<file path="src/rtl/core/fnm_pkg.sv">
// Shared types and constants for the fractal noise mixer.
// Holds the controller state enum, the command and status structs and the CSR indexes.
// No dependencies.
`default_nettype none
package fnm_pkg;

   localparam int RING_DEPTH_DEF   = 1024;
   localparam int SAMPLE_WIDTH_DEF = 24;

   localparam int NOISE_WIDTH  = 17;
   localparam int SCALE_WIDTH  = 18;
   localparam int LEVEL_WIDTH  = 17;
   localparam int GAIN_WIDTH   = 20;
   localparam int LFSR_WIDTH   = 32;
   localparam int CSR_IDX_WIDTH = 3;
   localparam int CSR_DATA_WIDTH = 32;

   localparam logic [LFSR_WIDTH-1:0]  LFSR_MASK   = 32'h8020_0003;
   localparam logic [LFSR_WIDTH-1:0]  LFSR_RESET  = 32'd1;
   localparam logic [SCALE_WIDTH-1:0] INIT_SCALE_RESET = 18'd19661;
   localparam logic [LEVEL_WIDTH-1:0] LEVEL_SCALE_RESET = 17'd65536;
   localparam logic [GAIN_WIDTH-1:0]  GAIN_RESET  = 20'd65536;
   localparam logic [SCALE_WIDTH-1:0] SCALE_MAX   = 18'h3_FFFF;

   typedef enum logic [CSR_IDX_WIDTH-1:0] {
      CSR_INITIAL_SCALE = 3'd0,
      CSR_LEVEL_SCALE   = 3'd1,
      CSR_SIGNAL_GAIN   = 3'd2,
      CSR_NOISE_GAIN    = 3'd3,
      CSR_RANDOM_SEED   = 3'd4
   } csr_index_type;

   typedef enum logic [9:0] {
      ST_IDLE       = 10'b00_0000_0001,
      ST_REGEN_INIT = 10'b00_0000_0010,
      ST_MID_READ   = 10'b00_0000_0100,
      ST_MID_MUL    = 10'b00_0000_1000,
      ST_MID_WRITE  = 10'b00_0001_0000,
      ST_LEVEL_END  = 10'b00_0010_0000,
      ST_NOISE_READ = 10'b00_0100_0000,
      ST_MIX_MUL    = 10'b00_1000_0000,
      ST_MIX_OUT    = 10'b01_0000_0000,
      ST_SPARE      = 10'b10_0000_0000
   } state_type;

   typedef struct packed {
      logic accept;
      logic regen_init;
      logic mid_read;
      logic mid_mul;
      logic mid_write;
      logic level_end;
      logic noise_read;
      logic mix_mul;
      logic mix_out;
   } cmd_type;

   typedef struct packed {
      logic pos_zero;
      logic mid_last;
      logic level_last;
      logic rsp_free;
   } status_type;

endpackage
`default_nettype wire

</file>
<file path="src/rtl/core/fnm_ctrl.sv">
// Controller state machine for the fractal noise mixer.
// Sequences ring regeneration and the output mix; depends on fnm_pkg.
`default_nettype none
module fnm_ctrl
   import fnm_pkg::*;
(
   input  wire logic       clock,
   input  wire logic       reset,
   input  wire logic       req_tvalid,
   output logic            req_tready,
   input  wire status_type status,
   output cmd_type         cmd
);

   state_type state_ff, state_in;

   assign req_tready = (state_ff == ST_IDLE);

   always_comb begin
      state_in = state_ff;
      cmd      = '0;
      unique case (state_ff)
         ST_IDLE: begin
            if (req_tvalid) begin
               cmd.accept = 1'b1;
               state_in   = status.pos_zero ? ST_REGEN_INIT : ST_NOISE_READ;
            end
         end
         ST_REGEN_INIT: begin
            cmd.regen_init = 1'b1;
            state_in       = ST_MID_READ;
         end
         ST_MID_READ: begin
            cmd.mid_read = 1'b1;
            state_in     = ST_MID_MUL;
         end
         ST_MID_MUL: begin
            cmd.mid_mul = 1'b1;
            state_in    = ST_MID_WRITE;
         end
         ST_MID_WRITE: begin
            cmd.mid_write = 1'b1;
            state_in      = status.mid_last ? ST_LEVEL_END : ST_MID_READ;
         end
         ST_LEVEL_END: begin
            cmd.level_end = 1'b1;
            state_in      = status.level_last ? ST_NOISE_READ : ST_MID_READ;
         end
         ST_NOISE_READ: begin
            cmd.noise_read = 1'b1;
            state_in       = ST_MIX_MUL;
         end
         ST_MIX_MUL: begin
            cmd.mix_mul = 1'b1;
            state_in    = ST_MIX_OUT;
         end
         ST_MIX_OUT: begin
            // hold until the output word is free
            if (status.rsp_free) begin
               cmd.mix_out = 1'b1;
               state_in    = ST_IDLE;
            end
         end
         default: state_in = ST_IDLE;
      endcase
   end

   always_ff @(posedge clock) begin
      if (reset) begin
         state_ff <= ST_IDLE;
      end else begin
         state_ff <= state_in;
      end
   end

   a_accept_leaves_idle: assert property (@(posedge clock) disable iff (reset)
      cmd.accept |=> !req_tready)
      else $error("controller stayed idle after accepting a word");

   a_out_only_when_free: assert property (@(posedge clock) disable iff (reset)
      cmd.mix_out |-> status.rsp_free)
      else $error("result issued while output word busy");

   a_one_cmd: assert property (@(posedge clock) disable iff (reset)
      $onehot0(cmd))
      else $error("more than one command at once");

endmodule
`default_nettype wire

</file>
<file path="config.mk">
export PLATFORM = sky130hd
export DESIGN_NAME = fnm_ctrl
export DESIGN_NICKNAME = d
export VERILOG_FILES = /design/src/rtl/core/fnm_pkg.sv /design/src/rtl/core/fnm_ctrl.sv
export SDC_FILE = /design/constraint.sdc
export NUM_CORES = 1
export LEC_CHECK = 0
export ABC_AREA = 1
export BUFFER_PORTS_ARGS = -buffer_cell sky130_fd_sc_hd__buf_2
export CORE_AREA = 3 3 40 42
export CTS_CLUSTER_SIZE = 40
export DETAILED_ROUTE_END_ITERATION = 12
export DIE_AREA = 0 0 43 45
export PLACE_DENSITY = 0.71
export REMOVE_ABC_BUFFERS = 1
export SYNTH_ARGS = -nofsm -noshare
export SYNTH_HDL_FRONTEND = slang
export SYNTH_SLANG_ARGS = --single-unit
</file>
<file path="constraint.sdc">
create_clock -name clock -period 2.5 [get_ports clock]
set_input_delay 0.25 -clock clock [delete_from_list [all_inputs] [get_ports clock]]
set_output_delay 0.25 -clock clock [all_outputs]
set_load 0.03 [all_outputs]
</file>
Word-level counts from Yosys, hierarchy flattened. Cells that the tools add are included. W data, S select, Z words.

Reductions and logical operators: 1. Mux-type cells: 17. Equal/unequal tests: 11.

Operators by type and width (number): $pmux W10 S9 (1); $mux W10 (2); $mux W7 (2); $mux W1 (11); $eq A10 B1 Y1 const B (1); $eq A10 B2 Y1 const B (1); $eq A10 B3 Y1 const B (1); $eq A10 B4 Y1 const B (1); $eq A10 B5 Y1 const B (1); $eq A10 B6 Y1 const B (1); $eq A10 B7 Y1 const B (1); $eq A10 B8 Y1 const B (1); $eq A10 B9 Y1 const B (1); $mux W6 (1); $ne A2 B2 Y1 const B (2); $reduce_and A2 Y1 (1).

Bits in registers: 10. Word-level logic and storage cells: 30. Output and inout bits: 10. Bits of input ports: 7.

Longest topological paths before layout.
Depth in word-level cells: 3. Mapped depth: 9. Mapped depth without buffers: 9.

Worst setup path before layout. Ideal clock, no wire load.

Kind: reg-to-output. Start point: register state_ff[2]. End point: output cmd[0] in the netlist's numbering. Stages on the path, launching flop included: 4. Setup slack: 0.709 ns. Data arrival time: 1.541 ns. Required time: 2.250 ns. Cell sequence: dfxtp_1 > nor2_2 > nand2_1 > nor4_1.

RTL lines: from (decl) (line fnm_ctrl.sv:15) `state_type state_ff, state_in;`; from (signal assigned) (line fnm_ctrl.sv:72) `state_ff <= state_in;`; to (decl) (line fnm_ctrl.sv:12) `output cmd_type cmd`.

==> metrics.txt <==
Largest register FFs=9; critical setup path kind=reg2out; num rows=13; LEAKAGE=approximately 0.41 nW; Yosys Warn Count=0; Largest Register=state_ff; run status=complete, no violations; CTS tree=built; Largest regs=state_ff: 9 flops; Cells after Synth=92; CTS Sinks=9; clk slew on worst S/H paths=about 0.05 ns; Psw=about 0.21 mW; logic gate share of total power=0.452; HPWL Detailed=~1.1 mm; number of global-route vias before repair=between 500 and 600; Die ar.=just under 2000 um2; PortBufs=16; count of maximum capacitance violations=0; fillcell total=between 100 and 150; fin crit period=between 1.5 and 2 ns; Post-CTS Resized=0; GRT Util Overall=0.154; Max FO, Critical Path=6; clock share of power=0.224; Synth Area per Inst=6.51 um2; Final ANT Viol Nets=0; RSZ-0062 raised after global routing=false; worst skew pair latency=roughly 0.27 ns; final worst path period share=0.669; Placer Congestion=roughly 0.85; root buf cell=clkbuf_4; Inserted Diodes=0; worst-margin pin slew=0.248 ns; reg2reg setup slack=about 1.3 ns; CTS Hold Bufs=0; Final Hold Viols=0; CP Capture Type=primary output; P_int=slightly below 0.3 mW; Post-route DRC=0; Max Fclk=0.598 GHz; initial antenna violation count=0; logic depth of the worst register-to-register path=8; hold-critical path depth=2; arrival time at the worst endpoint=about 1.4 ns; CTS Buf Count=3; synthesized flop and latch total=9; Initial DRC Count=12; sequential fraction of the synthesis area=0.301; Routed WL per cell=slightly above 10 um; WL met2=519 um; PD cells=between 600 and 700 nW/um2; area grow syn2layout=20.9%; postcts setup bufs=0; Setup WS pre-CTS=roughly 1.1 ns; final net count=between 100 and 150; synth unique cells=20; post-synthesis instance area=~600 um2; Sw Share=0.422; Starting Density=0.466; required time of the critical path=2.25 ns; worst hold-check path type=in2reg; global route total overflow=0; DR pass1 iterations=4; worst hold margin=between 0.2 and 0.25 ns; H-tree level count=1; Seq pwr share=0.325; Final Slew Violations=0; vias per cell=a little under 5; total core area=1280 um2; Die Ht=around 45 um; top layer reached by signal wires=met4; Final Core Density=0.564; first-pass GRT wire length=roughly 2.2 mm; ratio of cells with drive above 1 in the final layout=0.304; vias post-DR=roughly 610; Routed WL=between 1 and 1.5 mm; Critical Path Source Type=flip-flop; Final Instance Area=between 700 and 800 um2; io pins=17; Setup Viol. Count Final=0; max_slew headroom=0.833; largest net degree at the start of global routing=8; Total Neg Setup Slack=0 ns; die width=approximately 43 um; placed cell area=about 700 um2; skew final=between 0.007 and 0.008 ns; setup slack after layout=between 0.8 and 0.9 ns; met1 wire length=635 um; VDD IR-drop max=approximately 0.46 mV; CTS Buffer Depth=2; met3 wire len=~100 um
synth_stat cells:
| master | number | area (um2) |
|---|---|---|
| a21oi_1 | 5 | 25.0 |
| dfxtp_1 | 9 | 180 |
| inv_1 | 17 | 63.8 |
| inv_2 | 2 | 7.51 |
| nand2_1 | 12 | 45.0 |
| nand2_2 | 1 | 6.26 |
| nand3_1 | 12 | 60.1 |
| nand3_2 | 2 | 20.0 |
| nand3_4 | 1 | 17.5 |
| nand3b_1 | 1 | 7.51 |
| nor2_1 | 15 | 56.3 |
| nor2_2 | 6 | 37.5 |
| nor2_4 | 1 | 11.3 |
| nor2_8 | 1 | 20.0 |
| nor3_1 | 1 | 5.00 |
| nor4_1 | 1 | 6.26 |
| o21ai_0 | 2 | 10.0 |
| o21ai_1 | 1 | 5.00 |
| o21ai_2 | 1 | 8.76 |
| or2_1 | 1 | 6.26 |
critical path: stages, from the launching register on:
cell     delay, ns
dfxtp_1       0.33
nor2_2        0.20
nand3_4       0.15
or2_1         0.25
inv_1         0.05
buf_2         0.18
path summary, 6_finish.rpt:
kind | from | to
max | state_ff[5] | cmd[7]
min | reset | state_ff[6]
max reg2reg | state_ff[5] | state_ff[6]
min reg2reg | state_ff[8] | state_ff[0]
placed cells by master, fill, tap and decap left out:
master    Yosys  final
nand2_2       1      1
or2_1         1      1
nand2_1      12     12
clkbuf_4      0      3
nand3_4       1      1
nor2_4        1      1
clkbuf_1      0      1
nand3_1      12     12
o21ai_2       1      1
nor4_1        1      1
o21ai_1       1      1
buf_2         0     16
a21oi_1       5      5
dfxtp_1       9      9
nand3_2       2      2
nand3b_1      1      1
nor2_2        6      6
o21ai_0       2      2
nor2_1       15     15
nor3_1        1      1
nor2_8        1      1
inv_2         2      2
inv_1        17     17
power by group through the flow:
| stage | Clock (mW) | Sequential (mW) | Combinational (mW) |
|---|---|---|---|
| after floorplan | 0 | 0.166 | 0.185 |
| after global placement | 0 | 0.167 | 0.225 |
| after detailed placement | 0 | 0.167 | 0.227 |
| after CTS | 0.118 | 0.164 | 0.229 |
| after global routing | 0.130 | 0.165 | 0.250 |
| final | 0.113 | 0.164 | 0.228 |
routing by layer:
layer / vias to the layer above / GRT usage
met5: - / 0
met4: 0 / 0.127
met3: 6 / 0.0438
met2: 21 / 0.234
met1: 258 / 0.182
li1: 328 / -
cell type report:
class                           count  area [um2]  area share
Timing Repair Buffer               16        80.1       0.111
Inverter                           19        71.3      0.0984
Tap cell                           15        18.8      0.0259
Sequential cell                     9         180       0.249
Multi-Input combinational cell     64         348       0.480
Clock buffer                        4        26.3      0.0363
metrics by stage:
step	instances	total power, mW
6_report	127	0.504
5_1_grt	127	0.545
4_1_cts	127	0.510
3_5_place_dp	123	0.394
3_3_place_gp	123	0.392
2_1_floorplan	92	0.351
cell families (layout without fill, tap and decap cells):
kind of cell,after synthesis,count (layout),share of synthesized area
AO/OA/AOI/OAI,9,9,0.0814
AND/OR/NAND/NOR,55,55,0.499
flip-flops,9,9,0.301
buffers and inverters,19,39,0.119
Power figures use the tool's default switching activity.
